**src/hdl/ldwf_pkg.sv**
```systemverilog
// Shared types and constants for the pipelined long divider.
`timescale 1ns / 1ps

package ldwf_pkg;

    // Operand word width and the number of restoring steps in the cell chain.
    localparam int DATA_W    = 32;
    localparam int NUM_STEPS = DATA_W;

    // Stream payload widths.
    localparam int S_TDATA_W = 3 * DATA_W;
    localparam int S_TUSER_W = 2;
    localparam int M_TDATA_W = 72;

    // One item in flight along the divider chain.
    typedef struct packed {
        logic              valid;
        logic              is_signed;
        logic              div_zero;
        logic              ovf;        // quotient magnitude needs more than 32 bits
        logic              aneg;       // dividend is negative (remainder sign)
        logic              qneg;       // quotient is negative
        logic [DATA_W-1:0] dmag;       // divisor magnitude
        logic [DATA_W-1:0] rem;        // partial remainder
        logic [DATA_W-1:0] shift;      // dividend bits in, quotient bits out
    } ldwf_work_t;

    // One finished result beat.
    typedef struct packed {
        logic [DATA_W-1:0] quotient;
        logic [DATA_W-1:0] remainder;
        logic              write_back;
        logic              overflow_flag;
        logic              negative_flag;
        logic              zero_flag;
        logic              divide_by_zero;
    } ldwf_result_t;

endpackage

```
**src/hdl/ldwf_cell.sv**
```systemverilog
// Divider cell: one restoring step that yields one quotient bit per item.
`timescale 1ns / 1ps

module ldwf_cell
(
    input  logic                 clk,
    input  logic                 rst_n,
    input  logic                 en,
    input  ldwf_pkg::ldwf_work_t work_in,
    output ldwf_pkg::ldwf_work_t work_out
);
    import ldwf_pkg::*;

    logic [DATA_W:0]   trial;
    logic [DATA_W+1:0] diff;
    logic              q_bit;
    ldwf_work_t        work_reg;
    ldwf_work_t        work_next;

    // Bring down the next dividend bit and try subtracting the divisor.
    assign trial = {work_in.rem, work_in.shift[DATA_W-1]};
    assign diff  = {1'b0, trial} - {2'b00, work_in.dmag};
    assign q_bit = ~diff[DATA_W+1];

    always_comb
    begin
        work_next       = work_in;
        work_next.rem   = q_bit ? diff[DATA_W-1:0] : trial[DATA_W-1:0];
        work_next.shift = {work_in.shift[DATA_W-2:0], q_bit};
    end

    always_ff @(posedge clk or negedge rst_n)
    begin
        if (!rst_n)
        begin
            work_reg <= '0;
        end
        else if (en)
        begin
            work_reg <= work_next;
        end
    end

    assign work_out = work_reg;

endmodule

```
**config.mk**
```make
export PLATFORM = sky130hd
export DESIGN_NAME = ldwf_cell
export DESIGN_NICKNAME = d
export VERILOG_FILES = /design/src/hdl/ldwf_pkg.sv /design/src/hdl/ldwf_cell.sv
export SDC_FILE = /design/constraint.sdc
export NUM_CORES = 1
export LEC_CHECK = 0
export BUFFER_PORTS_ARGS = -buffer_cell sky130_fd_sc_hd__buf_2
export CAP_MARGIN = 15
export CORE_UTILIZATION = 39
export CTS_CLUSTER_DIAMETER = 30
export CTS_CLUSTER_SIZE = 16
export DETAILED_ROUTE_END_ITERATION = 8
export GPL_TIMING_DRIVEN = 0
export RECOVER_POWER = 100
export SLEW_MARGIN = 10
export SYNTH_ARGS = -nofsm -noshare
export SYNTH_HDL_FRONTEND = slang
export SYNTH_SLANG_ARGS = --single-unit
```
**constraint.sdc**
```tcl
create_clock -name clk -period 1.6 [get_ports clk]
set_input_delay 0.32 -clock clk [delete_from_list [all_inputs] [get_ports clk]]
set_output_delay 0.32 -clock clk [all_outputs]
set_load 0.02 [all_outputs]
```
==> run metrics <==
Die Area 15,620 um2; Yosys reg bits 102; min Tclk post-route 2.341 ns; Skew-Pair Late Insertion Delay 0.36 ns; Row Count 44; Slew headroom 0.3200; vias per cell 5.191; Core Region 14,640 um2; worst-path fanout max 2; initial antenna violation count 0; H-tree depth 3; CP Capture Type flip-flop; Die Height 125.0 um; CP max stage delay 0.35 ns; Hold Crit Class in2reg; Layout area overhead 49.20%; Final Max Slew Viols 0; first-pass GRT wire length 28.17 mm; fillcell total 1,291; WP data required 1.84 ns; final WL 17.53 mm; FFs w/ async S/R, synth 1.000; Post-layout nets 977; Worst Tran Pin Value 1.020 ns; final setup violation count 33; Die Wd 125.0 um; vias in the first global route 5,583; layout cells sized above 1 0.4254; Leakage 3.822 nW; Fin. Hold Viols 0; max reg flops 102; sequential area share after synthesis 0.4328; most frequent cell after synthesis dfrtp_1; crit path cell chain buf_8 -> inv_12 -> ha_4 -> inv_2 -> fa_2 -> a21o_1 -> a221oi_4 -> o2bb2ai_4 -> buf_4 -> buf_6 -> a21oi_4 -> o21ai_2 -> a21o_1 -> xnor2_2 -> o21ai_1; DR pass1 iterations 7; Fmax 427.1 MHz; clock-pin slew of the registers on the worst-case setup and hold paths 0.08 ns; Crit-path slowest cell a221oi_4; placed cell areas 7669 um2; Top FF cell, synth dfrtp_1; CP delay by family, top compound AO/OA/AOI/OAI gates; n_diodes 0; CP Launch Type input pin; setup ws final -0.7413 ns; kind of critical path in2reg; Commonest cells post-synth dfrtp_1, mux2_2, nand2_1; number of flops mapped to enable cells by yosys 0; post-synthesis cell count 578; Yosys warnings 0; RSZ-0062 raised after global routing true; Area contributors post-synth dfrtp_1, mux2_2, ha_1; Routed Antenna Nets 0; total track usage 0.2306; largest net degree at the start of global routing 66; crit share post-route 1.463; total global routing overflow 0; IO Port Bufs 205; Num CTS Buffers 9; Detailed Place HPWL 12.89 mm; Synth cell types 56; 1st-iter DRT viols 224; CTS tree built; Peak supply drop 510.7 uV; Clock Path Buffers 2; power per cell area 971.8 nW/um2; Tot Pwr 8.551 mW; Hold WS 0.1832 ns; DRC Markers 20; Syn Area/Cell 10.20 um2; Worst Skew 0 ns; via count 5,336; root cell of the clock tree clkbuf_16; Top cell by count, worst path a21o_1; DR WL/cell 17.05 um; Data arrival, critical path 2.58 ns; Buf/Inv on CP 5; failing checks DRC, setup timing; Synth area leader dfrtp_1; Cell Area, Synth 5897 um2; MaxCap Viol Count 0; Starting Density 0.4027; CTS sink count 102; io pins 207; design area 8798 um2; outcome complete, but fails checks; routability congestion estimate 0.8239; syn nets 716; Synth top area share 0.4328
==> cell families after synthesis <==
kind of cell / Yosys count / synth area share
simple gates: 140 / 0.1097
compound gates: 138 / 0.1655
mux: 75 / 0.1428
buf+inv: 68 / 0.04519
flops: 102 / 0.4328
xor+xnor: 22 / 0.03267
fa+ha+maj: 33 / 0.07129
==> cells in the final DEF, fill, tap and decap left out, drive strengths merged, types with 16 or more instances in the layout <==
master and instances:
nor2 40, dfrtp 102, nand2 59, a31oi 30, buf 155, inv 47, mux2 73, clkbuf 127
ha 32, xnor2 16, a21oi 28, o21ai 30
==> through the flow <==
stage / cells / utilization / TNS (ns) / setup WS, ns
floorplan: 578 / - / -19.38 / -0.8350
global placement: 967 / 0.5214 / -140.60 / -1.298
detailed placement: 968 / 0.5237 / -53.39 / -1.294
CTS: 1015 / 0.5901 / -20.02 / -0.8160
global route: 1028 / 0.6008 / -31.34 / -0.8332
finish: 1028 / 0.6008 / -19.73 / -0.7413
==> final timing paths <==
path,slack (ns),start,to,depth (start not counted)
worst max register to register,0.68,work_out[55],work_out[55],3
min in group asynchronous,0.66,rst_n,work_out[74],2
worst min register to register,0.51,work_out[83],work_out[83],1
worst max-delay path,-0.74,work_in[31],work_out[48],15
max in group asynchronous,0.07,rst_n,work_out[90],3
worst min-delay path,0.18,work_in[29],work_out[30],2
==> where the power goes <==
part	internal [mW]	total [mW]	switching [mW]
Combinational	1.35	3.10	1.75
Sequential	2.91	3.10	0.184
Clock	1.27	2.36	1.09
==> area by class of cell <==
class                      instances  area [um2]  area share
clock inverter                     7       97.59     0.01109
sequential                       102        2552      0.2901
tap                              184       230.2     0.02617
clock buffer                       9       225.2     0.02560
buffer                            21       138.9     0.01578
inverter                          43       206.4     0.02346
timing repair buffer             254        1526      0.1735
multi-input combinational        408        3821      0.4343
==> timing repair <==
action / CTS / global route
resized for setup: 75 / 36
endpoints found under the setup margin: 33 / 42
pin swaps: 41 / 51
gates cloned: 3 / 0
hold buffers: 1 / 0
endpoints found under the hold margin: 37 / 0
setup buffers: 31 / 15
==> per-layer routing <==
| layer | wire, um | share of wire | global-route usage |
|---|---|---|---|
| met1 | 7612 | 0.43 | 0.2881 |
| met3 | 883 | 0.050 | 0.04322 |
| met2 | 8556 | 0.49 | 0.3914 |
| met4 | 480 | 0.027 | 0.09684 |
| met5 | 0 | 0 | 0 |
Power figures use the tool's default switching activity.
