**config.mk**
```make
export PLATFORM = sky130hd
export DESIGN_NAME = ldwf_prep
export DESIGN_NICKNAME = d
export VERILOG_FILES = /design/src/hdl/ldwf_pkg.sv /design/src/hdl/ldwf_prep.sv
export SDC_FILE = /design/constraint.sdc
export NUM_CORES = 1
export LEC_CHECK = 0
export BUFFER_PORTS_ARGS = -buffer_cell sky130_fd_sc_hd__buf_2
export CAP_MARGIN = 20
export CORE_MARGIN = 8
export CORE_UTILIZATION = 25
export DETAILED_ROUTE_END_ITERATION = 8
export PLACE_DENSITY = 0.45
export SYNTH_ARGS = -nofsm -noshare
export SYNTH_HDL_FRONTEND = slang
export SYNTH_SLANG_ARGS = --single-unit
```
**constraint.sdc**
```tcl
create_clock -name clk -period 1.9 [get_ports clk]
set_input_delay 0.285 -clock clk [delete_from_list [all_inputs] [get_ports clk]]
set_output_delay 0.285 -clock clk [all_outputs]
set_load 0.01 [all_outputs]
```
**src/hdl/ldwf_pkg.sv**
```systemverilog
// Shared types and constants for the pipelined long divider.
`timescale 1ns / 1ps

package ldwf_pkg;

    // Operand word width and the number of restoring steps in the cell chain.
    localparam int DATA_W    = 32;
    localparam int NUM_STEPS = DATA_W;

    // Stream payload widths.
    localparam int S_TDATA_W = 3 * DATA_W;
    localparam int S_TUSER_W = 2;
    localparam int M_TDATA_W = 72;

    // One item in flight along the divider chain.
    typedef struct packed {
        logic              valid;
        logic              is_signed;
        logic              div_zero;
        logic              ovf;        // quotient magnitude needs more than 32 bits
        logic              aneg;       // dividend is negative (remainder sign)
        logic              qneg;       // quotient is negative
        logic [DATA_W-1:0] dmag;       // divisor magnitude
        logic [DATA_W-1:0] rem;        // partial remainder
        logic [DATA_W-1:0] shift;      // dividend bits in, quotient bits out
    } ldwf_work_t;

    // One finished result beat.
    typedef struct packed {
        logic [DATA_W-1:0] quotient;
        logic [DATA_W-1:0] remainder;
        logic              write_back;
        logic              overflow_flag;
        logic              negative_flag;
        logic              zero_flag;
        logic              divide_by_zero;
    } ldwf_result_t;

endpackage

```
**src/hdl/ldwf_prep.sv**
```systemverilog
// Input cell: forms operand magnitudes, signs and the early overflow check.
`timescale 1ns / 1ps

module ldwf_prep
(
    input  logic                          clk,
    input  logic                          rst_n,
    input  logic                          en,
    input  logic                          in_valid,
    input  logic [ldwf_pkg::DATA_W-1:0]   dividend_low,
    input  logic [ldwf_pkg::DATA_W-1:0]   dividend_high,
    input  logic [ldwf_pkg::DATA_W-1:0]   divisor,
    input  logic                          is_signed,
    input  logic                          long_dividend,
    output ldwf_pkg::ldwf_work_t          work
);
    import ldwf_pkg::*;

    logic [2*DATA_W-1:0] dividend;
    logic [2*DATA_W-1:0] amag;
    logic [DATA_W-1:0]   dmag;
    logic                aneg;
    logic                dneg;
    logic                ovf;
    ldwf_work_t          work_reg;
    ldwf_work_t          work_next;

    // Build the 64-bit dividend: high word, sign extension or zero extension.
    always_comb
    begin
        if (long_dividend)
        begin
            dividend = {dividend_high, dividend_low};
        end
        else if (is_signed)
        begin
            dividend = {{DATA_W{dividend_low[DATA_W-1]}}, dividend_low};
        end
        else
        begin
            dividend = {{DATA_W{1'b0}}, dividend_low};
        end
    end

    // Magnitudes of both operands.
    assign aneg = is_signed & dividend[2*DATA_W-1];
    assign dneg = is_signed & divisor[DATA_W-1];
    assign amag = aneg ? (~dividend + 1'b1) : dividend;
    assign dmag = dneg ? (~divisor + 1'b1) : divisor;

    // The quotient fits 32 bits only when the upper half is below the divisor.
    assign ovf = (amag[2*DATA_W-1:DATA_W] >= dmag);

    always_comb
    begin
        work_next.valid     = in_valid;
        work_next.is_signed = is_signed;
        work_next.div_zero  = (divisor == '0);
        work_next.ovf       = ovf;
        work_next.aneg      = aneg;
        work_next.qneg      = aneg ^ dneg;
        work_next.dmag      = dmag;
        // An overflowing item starts from zero so the chain invariant holds.
        work_next.rem       = ovf ? '0 : amag[2*DATA_W-1:DATA_W];
        work_next.shift     = amag[DATA_W-1:0];
    end

    always_ff @(posedge clk or negedge rst_n)
    begin
        if (!rst_n)
        begin
            work_reg <= '0;
        end
        else if (en)
        begin
            work_reg <= work_next;
        end
    end

    assign work = work_reg;

endmodule

```
==> impl_metrics.toml <==
[setup_path]
path_class = "primary input to flip-flop"
slowest_delay_ns = 0.54
cp.arrival_ns = 4.15
crit_chain = "buf_6 > or4_4 > or3_4 > or4_4 > nand2b_4 > o21ai_2 > xor2_2 > ha_1 > a2111oi_2 > o21ai_1 > o21ai_1 > nor2_1 > a211o_2 > a31o_4 > o32ai_2"
cp_top_family = "simple AND/OR/NAND/NOR gates"
worstSetupEndpointType = "flip-flop"
cp-start-kind = "primary input"
crit_fanout = 6
cp_slowest_cell = "or4_4"
worstPathRequired_ns = 2.16
path_buf_inv = 1

[route]
ant_nets = 0
drt_iter0_markers = 318
vias_per_cell = 4.65
drt_pass1_iterations = 5
wl_um = 30500
drc = 0
vias = 8046
wl_per_cell_um = 17.6

[placement]
io_buffers = 203
hpwlAfterDp_um = 23400
pre_cts_slack_ns = -2.60
dpl_cell_area_mm2 = 0.0106
gp_congestion = 0.906

[layout]
final_area_mm2 = 0.0122
fin_nets = 1479
final.fill_count = 2856
area_growth_syn_to_layout_pct = 72.1
largest_register_ffs = 102
drive_above_1_share_pct = 49.3

[cts]
cts_max_level = 3
clock_latency_ns = 0.36
clkTransAtPathRegs_ns = 0.08
numClockSinks = 102
tritoncts.num_buffers = 9
cts_tree = "done"
cts-root-buf = "clkbuf_16"
cts_buffer_depth = 2

[pwr]
p_per_area_mw_per_mm2 = 625
vdd_drop_max_mv = 0.448
leakage_nw = 5.77
finalPower_mw = 7.64

[yosys]
muxShareOfSynthArea_pct = 0.934
syn_area_mm2 = 0.00710
synth_compound_area_share_pct = 21.2
synth.top_cell.area_share_pct = 35.9
synth_top_family_by_area = "compound AO/OA/AOI/OAI gates"
ys_warn_count = 0
synthXorXnorAreaFrac_pct = 9.85
yosys.area_share.simple_pct = 20.1
syn_inst = 858
avgSynthCellArea_um2 = 8.28
synth_edf_count = 0
post-synth-top-count-cell = "nor2_1"
synth_nets = 994
netlist_top_cells_count = "nor2_1, a21oi_1, dfrtp_1"
ys_ff_latch = 102
synthDistinctLibCells = 67
yosysSeqAreaShare_pct = 35.9
synth_fa_ha_area_share_pct = 5.99
synth_area_leader_cell = "dfrtp_1"
ys.flop_type = "dfrtp_1"
synthArstFlopShare_pct = 100
synthTopCellsByArea = "dfrtp_1, a21oi_1, ha_1"

[sta]
rsz0062_at_grt = "true"
fin_crit_ns = 3.89
tightest_slew_ns = 0.620
fin_skew_ns = 0
finalSetupTns_ns = -72.06
relSlewSlack_pct = 58.7
fmax_ghz = 0.257
hold_viol = 0
setup_viol = 57
slew_violations = 0
post-route-period-util_pct = 205
hold_slack_ns = 0.151
timing.final.ws_setup_ns = -1.99

[grt]
grt_first_pass_wirelength_um = 46600
grt_usage_pct = 17.6
grt_max_degree = 112
antenna_found_initial = 10
grt_pass1_vias = 8425
globalRouteOverflowTotal = 0

[floorplanning]
chipWidth_um = 185
dieArea_mm2 = 0.0341
ios = 204
start_util_pct = 25.5
coreArea_mm2 = 0.0279
rows = 61
die_h_um = 185

[status]
failed_checks = "negative setup slack"
outcome = "finished, violations left"

[flow_run]
drv_cap = 0

[min_path]
min-delay-path-class = "primary input to flip-flop"
## cell families (layout without fill, tap and decap cells)
kind of cell             count (synthesis)  in the layout
XOR/XNOR                                79             79
flip-flops                             102            102
other                                    0              3
buffers and inverters                  111            598
AO/OA/AOI/OAI                          237            240
AND/OR/NAND/NOR                        289            289
adder cells (fa/ha/maj)                 34             34
multiplexers                             6              6
## timing repair
| item | in CTS | in global routing |
|---|---|---|
| endpoints found under the setup margin | 78 | 78 |
| gates resized for setup | 112 | 70 |
| hold buffers | 1 | 0 |
| pin swaps | 43 | 50 |
| endpoints found under the hold margin | 19 | 0 |
| cloned | 3 | 0 |
| buffers inserted | 28 | 17 |
## per-stage QoR
| stage | utilization [%] | std cells |
|---|---|---|
| 4_1_cts | 42.3 | 1716 |
| 6_report | 43.9 | 1729 |
| 5_1_grt | 43.9 | 1729 |
| 2_1_floorplan | - | 858 |
| 3_3_place_gp | 38.1 | 1669 |
| 3_5_place_dp | 38.1 | 1669 |
## metal layers
layer  share of wire, %  wire, um  vias up  GRT usage, %
met2                 48     14700      186          29.8
met5               0.27        81        -             0
met1                 43     13100     3766          21.4
li1                   -         -     4029             -
met3                6.5      1970       51          4.86
met4                2.1       652       14          5.13
## final timing paths
| check | start | end | depth (start not counted) | slack (ns) |
|---|---|---|---|---|
| worst max-delay path | divisor[13] | work[51] | 15 | -1.99 |
| worst min-delay path | in_valid | work[101] | 2 | 0.15 |
| worst max register to register | work[97] | work[97] | 1 | 1.14 |
| worst min register to register | work[98] | work[98] | 1 | 0.48 |
| max in group asynchronous | rst_n | work[60] | 3 | 0.90 |
| min in group asynchronous | rst_n | work[25] | 2 | 0.35 |
## area by class of cell
| cell class | instances | area (um2) | area share, % |
|---|---|---|---|
| inverters | 70 | 263 | 2.15 |
| clock inverters | 6 | 115 | 0.942 |
| well taps | 378 | 473 | 3.87 |
| clock buffers | 10 | 239 | 1.96 |
| multi-input cells | 648 | 4950 | 40.5 |
| flip-flops and latches | 102 | 2550 | 20.9 |
| repair buffers | 512 | 3620 | 29.6 |
| diodes | 3 | 7.51 | 0.0614 |
## placed cells by master (no fill, tap or decap), types with 6 or more instances in the layout
cell type  synthesis  final
o21ai_0           29     17
buf_12             0      9
a21oi_2            0     17
nand2_1           62     57
nor3_1            21     17
buf_4              1    268
buf_6              0     38
xnor2_1           39     34
ha_1              34     31
xor2_1            39     32
o22ai_1           27     18
inv_1             70     69
nor2_1           110    108
nand4_1            9      9
a211oi_1           9      6
clkbuf_16          0      9
or3_1             12     11
xor2_2             1      7
a21oi_1          104     85
buf_2              1    195
dfrtp_1          102    102
o31ai_1           11      6
nor4_1            16     11
or4_4              3      6
or4_1              9      6
o22ai_2            1     10
nand3_1           10      9
a21o_1             6      6
## report_power, final
group	internal [mW]	leakage [nW]	switching (mW)
clock	1.34	0.175	0.932
combinational	1.33	4.39	1.44
sequential	2.45	1.21	0.149
(Power assumes the default switching activity.)
